==> src/hdl/rmca_pkg.sv <==
// Shared constants, tables and types for the rotation matrix block.
`timescale 1ns / 1ps
package rmca_pkg;

	localparam int DATA_W = 32;
	localparam int ACC_W  = 72;
	localparam int CW     = 36;

	// Operation selector codes
	localparam logic [2:0] FUNC_IDENT = 3'd0;
	localparam logic [2:0] FUNC_ROT_X = 3'd1;
	localparam logic [2:0] FUNC_ROT_Y = 3'd2;
	localparam logic [2:0] FUNC_ROT_Z = 3'd3;
	localparam logic [2:0] FUNC_XFORM = 3'd4;

	// Q5.30 constants
	localparam logic signed [CW-1:0] Q30_ONE     = 36'sd1073741824;
	localparam logic signed [CW-1:0] Q30_PI      = 36'sd3373259426;
	localparam logic signed [CW-1:0] Q30_HALF_PI = 36'sd1686629713;
	localparam logic signed [CW-1:0] Q30_TWO_PI  = 36'sd6746518852;
	localparam logic signed [CW-1:0] CORDIC_GAIN = 36'sd652032874;
	localparam int ATAN_ENTRIES = 30;

	// Arctangent table, truncated Q5.30
	function automatic logic signed [CW-1:0] atan_q30(input logic [4:0] i);
		logic [31:0] v;
		case (i)
			5'd0: v = 32'h3243F6A8;  5'd1: v = 32'h1DAC6705;
			5'd2: v = 32'h0FADBAFC;  5'd3: v = 32'h07F56EA6;
			5'd4: v = 32'h03FEAB76;  5'd5: v = 32'h01FFD55B;
			5'd6: v = 32'h00FFFAAA;  5'd7: v = 32'h007FFF55;
			5'd8: v = 32'h003FFFEA;  5'd9: v = 32'h001FFFFD;
			5'd10: v = 32'h000FFFFF; 5'd11: v = 32'h0007FFFF;
			5'd12: v = 32'h0003FFFF; 5'd13: v = 32'h0001FFFF;
			5'd14: v = 32'h0000FFFF; 5'd15: v = 32'h00007FFF;
			5'd16: v = 32'h00003FFF; 5'd17: v = 32'h00001FFF;
			5'd18: v = 32'h00000FFF; 5'd19: v = 32'h000007FF;
			5'd20: v = 32'h000003FF; 5'd21: v = 32'h000001FF;
			5'd22: v = 32'h000000FF; 5'd23: v = 32'h0000007F;
			5'd24: v = 32'h0000003F; 5'd25: v = 32'h0000001F;
			5'd26: v = 32'h0000000F; 5'd27: v = 32'h00000008;
			5'd28: v = 32'h00000004; 5'd29: v = 32'h00000002;
			default: v = 32'h0;
		endcase
		return $signed({4'b0, v});
	endfunction

	// Result of a CORDIC run
	typedef struct packed {
		logic                   done;
		logic signed [CW-1:0]   cos_v;
		logic signed [CW-1:0]   sin_v;
	} cordic_res_t;

endpackage

==> src/hdl/rmca_mac.sv <==
// Shared 32x36 multiplier with registered product and accumulator.
`timescale 1ns / 1ps
module rmca_mac import rmca_pkg::*; (
	input  logic                    clk,
	input  logic                    clr,
	input  logic                    en,
	input  logic signed [DATA_W-1:0] a,
	input  logic signed [CW-1:0]    b,
	input  logic                    acc_en,
	output logic signed [ACC_W-1:0] acc_q
);

	logic signed [ACC_W-1:0] prod_s1;

	// Multiply, then accumulate the registered product
	always_ff @(posedge clk) begin
		prod_s1 <= en ? ACC_W'(a) * ACC_W'(b) : '0;
		if (clr) acc_q <= '0;
		else if (acc_en) acc_q <= acc_q + prod_s1;
	end

endmodule

==> config.mk <==
export PLATFORM = sky130hd
export DESIGN_NAME = rmca_mac
export DESIGN_NICKNAME = d
export VERILOG_FILES = /design/src/hdl/rmca_pkg.sv /design/src/hdl/rmca_mac.sv
export SDC_FILE = /design/constraint.sdc
export NUM_CORES = 2
export LEC_CHECK = 0
export BUFFER_PORTS_ARGS = -buffer_cell sky130_fd_sc_hd__buf_2
export CAP_MARGIN = 20
export CORE_MARGIN = 5
export CORE_UTILIZATION = 25
export CTS_CLUSTER_SIZE = 12
export DETAILED_ROUTE_END_ITERATION = 7
export PLACE_DENSITY_LB_ADDON = 0.2
export SYNTH_ARGS = -nofsm -noshare
export SYNTH_HDL_FRONTEND = slang
export SYNTH_SLANG_ARGS = --single-unit
==> constraint.sdc <==
create_clock -name clk -period 14.3 [get_ports clk]
set_clock_uncertainty 0.05 [all_clocks]
set_input_delay 0.715 -clock clk [delete_from_list [all_inputs] [get_ports clk]]
set_output_delay 0.715 -clock clk [all_outputs]
set_load 0.005 [all_outputs]
==> impl_metrics.json <==
{
  "grt_pass1_vias": 38830,
  "setup_violations": 0,
  "clk_path_buf_depth": 3,
  "gp_congestion": 0.8513,
  "htreeDepth": 4,
  "hold_violations": 0,
  "fin_crit_sh_pct": 61.68,
  "n_fill_cell": 20620,
  "cp_common_cell": "fa_1",
  "seq_area_frac_synth_pct": 5.775,
  "regArea_sq_um": 2803,
  "clk_pin_slew_ns": 0.07,
  "syn_inst": 5348,
  "routedWlPerCell_um": 20.77,
  "cts_tree": "built",
  "die_w_um": 450.6,
  "postCtsHoldBufs": 0,
  "grt_start_max_net_pins": 66,
  "vias": 35140,
  "die_area_sq_um": 203000,
  "slew_viol_final": 0,
  "cp-end-kind": "flip-flop",
  "routed_wl_mm": 162.3,
  "crit_required_ns": 14.60,
  "cts_num_sinks": 140,
  "cts_resized": 0,
  "setup.worst_path.start_class": "input pin",
  "grt.overflow.total": 0,
  "crit_fanout": 36,
  "cts_made_buffers": 25,
  "drtPass1Iterations": 5,
  "synth-main-ff-cell": "dfxtp_1",
  "slew_headroom_pct": 23.24,
  "yosysWarnings": 0,
  "route.detailed.drc": 0,
  "fin_nets": 6816,
  "postCtsSetupRepairBufs": 0,
  "ys_seq_elements": 140,
  "hold_depth": 2,
  "grt_usage_pct": 16.06,
  "synth_edf_count": 0,
  "start_util_pct": 25.17,
  "r2r_slack_ns": 10.18,
  "antenna_found_initial": 23,
  "cp_slowest_stage_delay_ns": 1.03,
  "r2r_end": "acc_q[70]",
  "postLayoutCoreUtil_pct": 27.17,
  "r2r_start": "prod_s1[0]",
  "die-height_um": 450.6,
  "fin_crit_ns": 8.820,
  "min_to": "acc_q[6]",
  "run_status": "complete, no violations",
  "rows": 161,
  "synth.distinct_cells": 92,
  "crit_arrival_ns": 9.12,
  "antenna_left": 0,
  "setup_tns_ns": 0,
  "tightestPinTransition_ns": 1.151,
  "maxCapViolations": 0,
  "io_buffers": 143,
  "critPathKind": "in2reg",
  "synth_area_sq_um": 48530,
  "hold_path_class": "reg2reg",
  "coreArea_sq_um": 192800,
  "syn_nets": 6886,
  "boundaryPins": 144,
  "hp-start": "acc_q[6]",
  "rsz0062_at_grt": "no",
  "multi_input_area_sq_um": 40410,
  "drive_gt1_share_pct": 4.903,
  "clk_latency_ns": 0.49,
  "first_iter_violations": 2135,
  "async_flop_share_pct": 0,
  "cts-root-buf": "clkbuf_16",
  "cp_slowest_cell": "fa_1",
  "ff2ff_path_depth": 13,
  "synth_area_per_cell_sq_um": 9.075,
  "fmax_ghz": 0.1134,
  "drt-vias-per-instance": 4.497,
  "hpwl_mm": 125.7,
  "grt_pass1_wl_mm": 249.2,
  "syn_to_final_growth_pct": 7.933
}
-- how the worst max path moves through the flow --
| stage | start | endpoint | cells past startpoint |
|---|---|---|---|
| after floorplan | a[6] | prod_s1[70] | 30 |
| after global placement | a[2] | prod_s1[70] | 26 |
| after detailed placement | a[6] | prod_s1[70] | 29 |
| after CTS | a[6] | prod_s1[70] | 29 |
| after global routing | a[2] | prod_s1[70] | 26 |
| final | a[4] | prod_s1[70] | 25 |
-- layer usage --
metal | up-vias | share of wire [%] | GRT usage (%)
met1 | 18280 | 49 | 23.58
met3 | 133 | 6.7 | 3.463
met5 | - | 0.043 | 0
met2 | 888 | 43 | 24.74
li1 | 15830 | - | -
met4 | 12 | 1.4 | 2.369
-- stage by stage --
| stage | hold slack, ns | worst slack, ns | cells | instance area [sq um] |
|---|---|---|---|---|
| after floorplan | 0.4163 | 5.784 | 5348 | 48530 |
| after global placement | 0.4248 | 4.951 | 7777 | 51630 |
| after detailed placement | 0.4304 | 4.947 | 7777 | 51630 |
| after CTS | 0.4401 | 5.473 | 7808 | 52370 |
| after global routing | 0.4755 | 5.005 | 7810 | 52370 |
| final | 0.4417 | 5.480 | 7814 | 52380 |
-- layout by cell type (no fill, tap or decap), drive strengths merged, types with 6 or more instances in the layout --
cell type  Yosys  layout
fa          1203    1203
inv         1116    1116
nand2        664     664
and2         583     583
ha           263     263
nor2         216     216
buf           17     190
a21oi        158     158
dfxtp        140     140
o21ai        103     103
xnor2         82      82
a21o          68      68
nand4         37      37
nand3         37      37
xor2          37      37
mux2i         35      35
nor3          31      31
a211oi        30      30
o21bai        28      28
clkbuf       270      27
nand2b        20      20
and3          18      18
nor2b         16      16
o21a          16      16
o211ai        14      14
a31oi         11      11
a31o          10      10
or3           10      10
o31ai          9       9
o22ai          8       8
a21boi         7       7
diode          0       6
and4           6       6
a41oi          6       6
or2            6       6
-- worst max-delay path, delay by kind of cell --
family	cells	cell delay [ns]
AO/OA/AOI/OAI	8	1.58
XOR/XNOR	1	0.17
buffers and inverters	5	1.16
AND/OR/NAND/NOR	2	0.31
adder cells (fa/ha/maj)	9	5.13
-- kinds of logic after synthesis --
family,count (synthesis),synth area share (%)
simple gates,1662,16.83
fa+ha+maj,1466,56.40
buf+inv,1403,10.96
compound gates,522,7.134
flops,140,5.775
xor+xnor,119,2.148
mux,36,0.7451
-- cell usage after synthesis (all sizes together), types with 37 or more instances --
master,instances,share of area [%]
fa,1203,50
xnor2,82,1.5
and2,583,7.5
a21o,68,1.1
inv,1116,8.6
nand2,664,5.1
o21ai,103,1.1
nand4,37,0.48
dfxtp,140,5.8
xor2,37,0.67
a21oi,158,1.6
nand3,37,0.38
ha,263,6.8
clkbuf,270,2.1
nor2,216,1.7
-- flip-flops by register name (all words and copies together), names as in the netlist --
signal / cells
prod_s1: 68
acc_q: 72
-- layout make-up --
class	count	share of cell area, %
Clock buffer	27	1.228
Timing Repair Buffer	190	2.040
Sequential cell	140	5.351
Clock inverter	4	0.1815
Inverter	1116	7.997
Tap cell	2526	6.034
Multi-Input combinational cell	3805	77.14
Antenna cell	6	0.02866
Power is left out: the tool's default activity adds up to more than one toggle a clock period on the data nets, which glitch-free logic cannot reach.
