`src/hdl/rmca_pkg.sv`:
```
// Shared constants, tables and types for the rotation matrix block.
`timescale 1ns / 1ps
package rmca_pkg;

	localparam int DATA_W = 32;
	localparam int ACC_W  = 72;
	localparam int CW     = 36;

	// Operation selector codes
	localparam logic [2:0] FUNC_IDENT = 3'd0;
	localparam logic [2:0] FUNC_ROT_X = 3'd1;
	localparam logic [2:0] FUNC_ROT_Y = 3'd2;
	localparam logic [2:0] FUNC_ROT_Z = 3'd3;
	localparam logic [2:0] FUNC_XFORM = 3'd4;

	// Q5.30 constants
	localparam logic signed [CW-1:0] Q30_ONE     = 36'sd1073741824;
	localparam logic signed [CW-1:0] Q30_PI      = 36'sd3373259426;
	localparam logic signed [CW-1:0] Q30_HALF_PI = 36'sd1686629713;
	localparam logic signed [CW-1:0] Q30_TWO_PI  = 36'sd6746518852;
	localparam logic signed [CW-1:0] CORDIC_GAIN = 36'sd652032874;
	localparam int ATAN_ENTRIES = 30;

	// Arctangent table, truncated Q5.30
	function automatic logic signed [CW-1:0] atan_q30(input logic [4:0] i);
		logic [31:0] v;
		case (i)
			5'd0: v = 32'h3243F6A8;  5'd1: v = 32'h1DAC6705;
			5'd2: v = 32'h0FADBAFC;  5'd3: v = 32'h07F56EA6;
			5'd4: v = 32'h03FEAB76;  5'd5: v = 32'h01FFD55B;
			5'd6: v = 32'h00FFFAAA;  5'd7: v = 32'h007FFF55;
			5'd8: v = 32'h003FFFEA;  5'd9: v = 32'h001FFFFD;
			5'd10: v = 32'h000FFFFF; 5'd11: v = 32'h0007FFFF;
			5'd12: v = 32'h0003FFFF; 5'd13: v = 32'h0001FFFF;
			5'd14: v = 32'h0000FFFF; 5'd15: v = 32'h00007FFF;
			5'd16: v = 32'h00003FFF; 5'd17: v = 32'h00001FFF;
			5'd18: v = 32'h00000FFF; 5'd19: v = 32'h000007FF;
			5'd20: v = 32'h000003FF; 5'd21: v = 32'h000001FF;
			5'd22: v = 32'h000000FF; 5'd23: v = 32'h0000007F;
			5'd24: v = 32'h0000003F; 5'd25: v = 32'h0000001F;
			5'd26: v = 32'h0000000F; 5'd27: v = 32'h00000008;
			5'd28: v = 32'h00000004; 5'd29: v = 32'h00000002;
			default: v = 32'h0;
		endcase
		return $signed({4'b0, v});
	endfunction

	// Result of a CORDIC run
	typedef struct packed {
		logic                   done;
		logic signed [CW-1:0]   cos_v;
		logic signed [CW-1:0]   sin_v;
	} cordic_res_t;

endpackage

```
`src/hdl/rmca_cordic.sv`:
```
// Iterative CORDIC: range reduction then one micro-rotation per cycle.
`timescale 1ns / 1ps
module rmca_cordic import rmca_pkg::*; #(
	parameter int CORDIC_STEPS    = 24,
	parameter int COEFF_FRAC_BITS = 30
) (
	input  logic                    clk,
	input  logic                    arst_n,
	input  logic                    start,
	input  logic signed [DATA_W-1:0] angle,
	output cordic_res_t             res
);

	localparam int NSTEP = (CORDIC_STEPS > ATAN_ENTRIES) ? ATAN_ENTRIES : CORDIC_STEPS;
	localparam int SH    = 30 - COEFF_FRAC_BITS;

	localparam logic [1:0] ST_IDLE = 2'd0;
	localparam logic [1:0] ST_RED  = 2'd1;
	localparam logic [1:0] ST_ITER = 2'd2;
	localparam logic [1:0] ST_OUT  = 2'd3;

	logic [1:0]             state_q;
	logic [4:0]             step_q;
	logic signed [CW-1:0]   a_q, x_q, y_q;
	logic                   neg_q;
	logic signed [CW-1:0]   xs, ys, ax, ay, tk;

	assign xs = x_q >>> step_q;
	assign ys = y_q >>> step_q;
	assign tk = atan_q30(step_q);

	// Round half up to the coefficient width
	function automatic logic signed [CW-1:0] to_coeff(input logic signed [CW-1:0] v);
		logic signed [CW-1:0] r;
		r = v;
		if (SH > 0) r = (v + (CW'(1) <<< (SH > 0 ? SH - 1 : 0))) >>> SH;
		return r;
	endfunction

	assign ax = neg_q ? -x_q : x_q;
	assign ay = neg_q ? -y_q : y_q;

	// Sequence reduction, iterations and result
	always_ff @(posedge clk or negedge arst_n) begin
		if (!arst_n) begin
			state_q <= ST_IDLE;
			step_q  <= '0;
			res.done <= 1'b0;
		end else begin
			res.done <= (state_q == ST_OUT);
			case (state_q)
				ST_IDLE: begin
					if (start) begin
						a_q     <= CW'(angle) <<< 3;
						x_q     <= CORDIC_GAIN;
						y_q     <= '0;
						neg_q   <= 1'b0;
						step_q  <= '0;
						state_q <= ST_RED;
					end
				end
				ST_RED: begin
					// |a| <= 16*2^30 < 3*2pi, so the wrap passes end
					if (a_q > Q30_PI) a_q <= a_q - Q30_TWO_PI;
					else if (a_q < -Q30_PI) a_q <= a_q + Q30_TWO_PI;
					else if (a_q > Q30_HALF_PI) begin
						a_q <= a_q - Q30_PI; neg_q <= 1'b1; state_q <= ST_ITER;
					end else if (a_q < -Q30_HALF_PI) begin
						a_q <= a_q + Q30_PI; neg_q <= 1'b1; state_q <= ST_ITER;
					end else state_q <= ST_ITER;
				end
				ST_ITER: begin
					if (!a_q[CW-1]) begin
						x_q <= x_q - ys; y_q <= y_q + xs; a_q <= a_q - tk;
					end else begin
						x_q <= x_q + ys; y_q <= y_q - xs; a_q <= a_q + tk;
					end
					step_q <= step_q + 5'd1;
					if (step_q == 5'(NSTEP - 1)) state_q <= ST_OUT;
				end
				ST_OUT: begin
					res.cos_v <= to_coeff(ax);
					res.sin_v <= to_coeff(ay);
					state_q   <= ST_IDLE;
				end
				default: state_q <= ST_IDLE;
			endcase
		end
	end

endmodule

```
`config.mk`:
```
export PLATFORM = sky130hd
export DESIGN_NAME = rmca_cordic
export DESIGN_NICKNAME = d
export VERILOG_FILES = /design/src/hdl/rmca_pkg.sv /design/src/hdl/rmca_cordic.sv
export SDC_FILE = /design/constraint.sdc
export NUM_CORES = 1
export LEC_CHECK = 0
export ABC_CLOCK_PERIOD_IN_PS = 17930
export BUFFER_PORTS_ARGS = -buffer_cell sky130_fd_sc_hd__buf_2
export CORE_ASPECT_RATIO = 0.5
export CORE_MARGIN = 1.5
export CORE_UTILIZATION = 40
export DETAILED_ROUTE_END_ITERATION = 8
export HOLD_SLACK_MARGIN = 0.06
export SYNTH_ARGS = -nofsm -noshare
export SYNTH_HDL_FRONTEND = slang
export SYNTH_SLANG_ARGS = --single-unit
```
`constraint.sdc`:
```
create_clock -name clk -period 17.93 [get_ports clk]
set_input_delay 3.586 -clock clk [delete_from_list [all_inputs] [get_ports clk]]
set_output_delay 3.586 -clock clk [all_outputs]
set_load 0.02 [all_outputs]
```
==> results.yml, run 1 <==
status:
  result_of_the_run: "finished, final reports clean"
timing:
  fin_worst_skew_ns: 0.0242
  worst-slew-pin-transition_ns: 1.13
  finalCritPeriodShare_pct: 45.3
  slew-limit-headroom_pct: 24.6
  worst_hold_slack_ns: 0.549
  fmaxAchievable_mhz: 123
  fin_tns_setup_ns: 0
  drv_slew: 0
  finalHoldViolCount: 0
  rsz0062_at_grt: "false"
  final_period_minus_worst_setup_slack_ns: 8.13
  timing.final.setup_violations: 0
  postLayoutSetupSlackWorst_ns: 9.80
placement:
  placement_setup_slack_ns: 10.02
  port_buffers: 107
  gp_congestion: 1.02
  hpwl_um: 62400
global_route:
  globalRoute.totalOverflow: 0
  global_routing_s_busiest_layer: "met2"
  via_count_of_the_first_global_routing_pass: 20970
  grt_util_met1_pct: 37.4
  track_usage_pct: 27.5
  global_route_wire_length_before_repair_um: 129000
  grt_antenna_before_repair: 1
  globalRouteMet3Util_pct: 5.70
  grt_use_met2_pct: 44.0
  largest_net_degree_at_the_start_of_global_routing: 73
yosys:
  postSynth.topFlopCell: "sky130_fd_sc_hd__edfxtp_1"
  synthesis.area_per_instance_um2: 8.79
  synthMostInstantiatedCell: "sky130_fd_sc_hd__nor2_1"
  syn_inst: 2702
  post_synth_num_cell_types: 116
  seq_area_frac_synth_pct: 23.7
  synth_top_cell_by_area: "sky130_fd_sc_hd__edfxtp_1"
  post-synth-top-area-fraction_pct: 22.9
  async_flop_share_pct: 4.23
  synth.cell_area_mm2: 0.0238
  synthesis.nets: 2871
  post_synth_main_area_contributors: "sky130_fd_sc_hd__edfxtp_1 23%, sky130_fd_sc_hd__mux4_2 8.6%, sky130_fd_sc_hd__ha_1 6.9%"
  synth_commonest_cells: "237 x sky130_fd_sc_hd__nor2_1, 214 x sky130_fd_sc_hd__nand2_1, 197 x sky130_fd_sc_hd__a21oi_1, 184 x sky130_fd_sc_hd__xnor2_1, 181 x sky130_fd_sc_hd__edfxtp_1"
  ys_warn_count: 0
  synth_edf_count: 181
  ys_ff_latch: 189
clock_network:
  cts_setup_buffers: 0
  clock_tree_from_tritoncts: "built"
  clkTransAtPathRegs_ns: 0.10
  clk_path_buf_depth: 2
  cts.htree.levels: 4
  cts_made_buffers: 17
  post_cts_resize_count: 0
  post_cts_hold_buffer_count: 0
  cts_sinks: 189
  ctsRootBufferMaster: "sky130_fd_sc_hd__clkbuf_16"
  clock_insertion_delay_worst_skew_ns: 0.51
layout:
  final_layout_size_suffix_gt1_share_pct: 13.4
  area_growth_syn_to_layout_pct: 6.24
  finalNetCount: 2835
critical_path:
  worst_setup_path_end_kind: "register"
  worst-endpoint-arrival_ns: 8.39
  critical_path_class: "reg2reg"
  regToRegSetupSlack_ns: 9.80
  crit_fanout: 65
  crit_path_start_kind: "register"
  critPathRequiredTime_ns: 18.19
die:
  row_count: 62
  start_util_pct: 40.9
  dieWidth_um: 348
  die_height_um: 175
  io-pin-count: 108
  design.core.area_mm2: 0.0580
  floorplan.die_area_mm2: 0.0610
routing:
  wl_per_cell_um: 24.7
  drt-vias-per-instance: 6.53
  ant_nets: 0
  total_drc_errors_in_the_routed_layout: 0
  drt_pre_antenna_iters: 5
  initialDrtViolationCount: 2547
  via_count: 22510
  totalWireLength_um: 85200
worst_hold_path:
  hold_class: "reg2reg"
job:
  maxCapViolCount: 0
## per-layer routing
layer  wire (um)  part of all wire, %  up-vias
li1            -                    -    10231
met1       36600                   43    10937
met2       38600                   45     1170
met3        7550                  8.9      172
met4        2530                  3.0        0
met5           0                    0        -
## worst max-delay path: stages (launching register included)
cell and delay, ns:
sky130_fd_sc_hd__dfrtp_4 0.89, sky130_fd_sc_hd__buf_4 0.76, sky130_fd_sc_hd__inv_2 0.44, sky130_fd_sc_hd__mux2i_1 0.26, sky130_fd_sc_hd__o22ai_1 0.10, sky130_fd_sc_hd__a211oi_1 0.56
sky130_fd_sc_hd__ha_1 0.28, sky130_fd_sc_hd__inv_1 0.06, sky130_fd_sc_hd__nor4_2 0.32, sky130_fd_sc_hd__and3_2 0.29, sky130_fd_sc_hd__a31oi_1 0.11, sky130_fd_sc_hd__xor2_1 0.18
sky130_fd_sc_hd__ha_1 0.23, sky130_fd_sc_hd__a2111o_1 0.41, sky130_fd_sc_hd__a2111oi_0 0.68, sky130_fd_sc_hd__nor4_1 0.27, sky130_fd_sc_hd__a311oi_1 0.92, sky130_fd_sc_hd__o31ai_1 0.24
sky130_fd_sc_hd__a31o_2 0.25, sky130_fd_sc_hd__a21oi_1 0.25, sky130_fd_sc_hd__mux2i_1 0.25, sky130_fd_sc_hd__nand4_1 0.10
## layout make-up
type	instances	area [um^2]
tap	768	961
inverter	73	274
antenna	1	2.50
timing repair buffer	141	791
multi-input combinational	2244	17000
fill	5780	32800
clock buffer	17	425
clock inverter	14	164
sequential	189	5650
## state kept, by name, summed over array words and instances, names as in the netlist
signal and flops:
x_q 36, a_q 36, y_q 36, res 73, neg_q 1, step_q 5, state_q 2
## cells in the final DEF, fill, tap and decap left out, types with 14 or more instances in the layout
cell type and instances:
sky130_fd_sc_hd__nor4_1 14, sky130_fd_sc_hd__xor2_1 80, sky130_fd_sc_hd__o211ai_1 24, sky130_fd_sc_hd__and2_1 24, sky130_fd_sc_hd__xnor2_1 184, sky130_fd_sc_hd__mux2_2 23
sky130_fd_sc_hd__o221ai_1 14, sky130_fd_sc_hd__a31oi_1 51, sky130_fd_sc_hd__a22oi_1 19, sky130_fd_sc_hd__buf_2 107, sky130_fd_sc_hd__o21a_1 32, sky130_fd_sc_hd__edfxtp_1 181
sky130_fd_sc_hd__mux4_2 91, sky130_fd_sc_hd__inv_1 67, sky130_fd_sc_hd__a31o_2 16, sky130_fd_sc_hd__buf_4 34, sky130_fd_sc_hd__nand2b_1 37, sky130_fd_sc_hd__nor2b_1 19
sky130_fd_sc_hd__ha_1 130, sky130_fd_sc_hd__or4_1 27, sky130_fd_sc_hd__a21oi_1 197, sky130_fd_sc_hd__mux2i_1 73, sky130_fd_sc_hd__o22ai_1 19, sky130_fd_sc_hd__and3_1 31
sky130_fd_sc_hd__o21ai_0 166, sky130_fd_sc_hd__or3_1 32, sky130_fd_sc_hd__nor3_1 51, sky130_fd_sc_hd__nand2_1 214, sky130_fd_sc_hd__nor2_1 236, sky130_fd_sc_hd__nand3_1 38
sky130_fd_sc_hd__nand4_1 16, sky130_fd_sc_hd__a21o_1 66, sky130_fd_sc_hd__a211oi_1 24, sky130_fd_sc_hd__o31ai_1 32, sky130_fd_sc_hd__clkbuf_16 17
## logic make-up (layout without fill, tap and decap cells)
kind of cell             after synthesis  count (layout)  share of synthesized area (%)
AO/OA/AOI/OAI                        829             829                           23.3
AND/OR/NAND/NOR                      819             819                           17.4
buffers and inverters                269             245                           4.94
XOR/XNOR                             265             265                           9.83
multiplexers                         197             197                           13.7
flip-flops                           189             189                           23.7
adder cells (fa/ha/maj)              134             134                           7.15
other                                  0               1                              0
## path summary, 6_finish.rpt
| check | from | to | depth (start not counted) |
|---|---|---|---|
| max | step_q[2]$_DFFE_PN0P_ | y_q[34]$_SDFFCE_PN0P_ | 21 |
| min | state_q[1]$_DFFE_PN0P_ | state_q[1]$_DFFE_PN0P_ | 2 |
| max reg2reg | step_q[2]$_DFFE_PN0P_ | y_q[34]$_SDFFCE_PN0P_ | 21 |
| min reg2reg | state_q[1]$_DFFE_PN0P_ | state_q[1]$_DFFE_PN0P_ | 2 |
| max in group asynchronous | arst_n | step_q[1]$_DFFE_PN0P_ | 1 |
| min in group asynchronous | arst_n | step_q[0]$_DFFE_PN0P_ | 1 |
## per-stage QoR
stage	std cells	util, %	area (um^2)
after global routing	3446	43.5	25200
after global placement	3415	42.5	24600
after CTS	3446	43.5	25200
after detailed placement	3415	42.5	24600
final	3447	43.5	25200
after floorplan	2702	-	23800
Power of run 1 is not shown: default switching activity piles up to over one toggle a cycle in this logic, so the estimate is an artifact.
==> run 2: changes to the inputs <==
Settings changed: ABC_CLOCK_PERIOD_IN_PS 17930 to 7000.
Clock period 17.93 ns to 7 ns, I/O delays scaled along.
==> results.yml, run 2 (same netlist as run 1, synthesis figures left out) <==
routing:
  drt-vias-per-instance: 6.45
  initialDrtViolationCount: 2670
  via_count: 22536
  drt_pre_antenna_iters: 6
  ant_nets: 0
  total_drc_errors_in_the_routed_layout: 0
  wl_per_cell_um: 25.2
  totalWireLength_um: 88200
worst_hold_path:
  hold_depth: 0
  timing.hold.worst.start: "y_q[0]$_SDFFCE_PN0P_"
  hold_class: "reg2reg"
  min_delay_worst_endpoint: "res[0]$_DFFE_PP_"
layout:
  antenna_cell_count: 0
  mostFrequentLayoutCells: "236 x sky130_fd_sc_hd__nor2_1, 214 x sky130_fd_sc_hd__nand2_1, 197 x sky130_fd_sc_hd__a21oi_1"
  registers.top_by_ff_count: "res"
  fill_cells: 5752
  area_growth_syn_to_layout_pct: 8.13
  largest_register_ff_count: 73
  most_frequent_standard_cell_in_the_layout_excluding_fill_and_tap_cells: "sky130_fd_sc_hd__nor2_1"
  final_layout_size_suffix_gt1_share_pct: 15.0
  finalNetCount: 2883
critical_path:
  worst_setup_path_end_kind: "register"
  critical_path_class: "reg2reg"
  r2r_cells: 19
  crit_path_start_kind: "register"
  worst-endpoint-arrival_ns: 6.81
  r2r_end: "y_q[34]$_SDFFCE_PN0P_"
  crit_fanout: 38
  regToRegSetupSlack_ns: 0.41
  rr_startpoint: "step_q[2]$_DFFE_PN0P_"
  critPathRequiredTime_ns: 7.22
die:
  floorplan.die_area_mm2: 0.0610
  dieWidth_um: 348
  io-pin-count: 108
  row_count: 62
  design.core.area_mm2: 0.0580
  start_util_pct: 40.9
  die_height_um: 175
global_route:
  via_count_of_the_first_global_routing_pass: 21359
  grt_antenna_before_repair: 1
  largest_net_degree_at_the_start_of_global_routing: 73
  globalRoute.totalOverflow: 0
  global_route_wire_length_before_repair_um: 132000
  track_usage_pct: 28.5
timing:
  fin_tns_setup_ns: 0
  final_period_minus_worst_setup_slack_ns: 6.59
  finalHoldViolCount: 0
  finalCritPeriodShare_pct: 94.1
  drv_slew: 0
  slew-limit-headroom_pct: 26.3
  fmaxAchievable_mhz: 152
  fin_worst_skew_ns: 0.0207
  timing.final.setup_violations: 0
  rsz0062_at_grt: "false"
  worst-slew-pin-transition_ns: 1.10
clock_network:
  cts_made_buffers: 17
  clock_tree_from_tritoncts: "built"
  post_cts_hold_buffer_count: 0
  ctsRootBufferMaster: "sky130_fd_sc_hd__clkbuf_16"
  clkTransAtPathRegs_ns: 0.08
  clock_insertion_delay_worst_skew_ns: 0.49
  clk_path_buf_depth: 2
  cts_sinks: 189
  cts.htree.levels: 4
placement:
  hpwl_um: 65700
  gp_congestion: 1.00
  port_buffers: 107
job:
  maxCapViolCount: 0
status:
  result_of_the_run: "finished, final reports clean"
==> run 2: cell count changes in the layout (fill, tap and decap cells not counted), sizes merged <==
cell,change
clkinv,+3
diode,-1
inv,-3
clkbuf,+1
buf,+48
==> run 2: worst max-delay path by stage <==
stage                                startpoint                     to  slack (ns)  cells after the start
after global routing      step_q[0]$_DFFE_PN0P_  y_q[34]$_SDFFCE_PN0P_        0.03                     19
after detailed placement  step_q[0]$_DFFE_PN0P_  y_q[34]$_SDFFCE_PN0P_        0.29                     19
final                     step_q[2]$_DFFE_PN0P_  y_q[34]$_SDFFCE_PN0P_        0.41                     19
after global placement    step_q[0]$_DFFE_PN0P_  y_q[34]$_SDFFCE_PN0P_        0.39                     19
after CTS                 step_q[0]$_DFFE_PN0P_  y_q[34]$_SDFFCE_PN0P_        0.24                     19
after floorplan           step_q[1]$_DFFE_PN0P_      a_q[28]$_DFFE_PP_        0.60                     29
==> run 2: what timing repair did <==
item | 4_1_cts | 5_1_grt
endpoints found under the setup margin | 0 | 7
resized for setup | 0 | 1
setup buffers | 0 | 1
==> run 2: final cells by class <==
type                       instances  area [um^2]  area share [%]
clock buffer                      18          429            1.67
clock inverter                    14          171           0.667
inverter                          73          274            1.07
multi-input combinational       2244        17000            66.1
sequential                       189         5650            22.0
tap                              768          961            3.74
timing repair buffer             189         1230            4.77
==> run 2: worst max-delay path: stages, from the launching register on <==
cell                        delay, ns
sky130_fd_sc_hd__dfrtp_4         0.84
sky130_fd_sc_hd__buf_4           0.41
sky130_fd_sc_hd__mux4_2          0.66
sky130_fd_sc_hd__a32oi_1         0.23
sky130_fd_sc_hd__o21ai_0         0.15
sky130_fd_sc_hd__nor2_1          0.22
sky130_fd_sc_hd__nand4_1         0.31
sky130_fd_sc_hd__o31ai_1         0.34
sky130_fd_sc_hd__xnor2_1         0.16
sky130_fd_sc_hd__ha_1            0.31
sky130_fd_sc_hd__a2111o_1        0.45
sky130_fd_sc_hd__a2111oi_0       0.60
sky130_fd_sc_hd__nor4_1          0.19
sky130_fd_sc_hd__a311oi_1        0.30
sky130_fd_sc_hd__buf_4           0.19
sky130_fd_sc_hd__o31ai_1         0.12
sky130_fd_sc_hd__a31o_2          0.22
sky130_fd_sc_hd__a21oi_1         0.26
sky130_fd_sc_hd__mux2i_1         0.22
sky130_fd_sc_hd__nand4_1         0.09
==> run 2: stage by stage <==
step                utilization [%]  std cells  instance area (um^2)  hold slack [ns]  setup WS (ns)
CTS                            44.2       3494                 25700            0.512          0.244
detailed placement             43.2       3462                 25100            0.493          0.290
floorplan                         -       2702                 23800            0.461          0.605
finish                         44.3       3495                 25700            0.513          0.411
global placement               43.2       3462                 25100            0.503          0.391
global route                   44.3       3495                 25700            0.540         0.0252
==> run 2: layer usage <==
layer	part of all wire (%)	track usage, %	wire, um
met5	0	0	0
met4	3.7	10.4	3260
met3	8.6	5.62	7620
met2	46	46.0	40200
met1	42	37.9	37100
Power of run 2 is left out for the same reason.
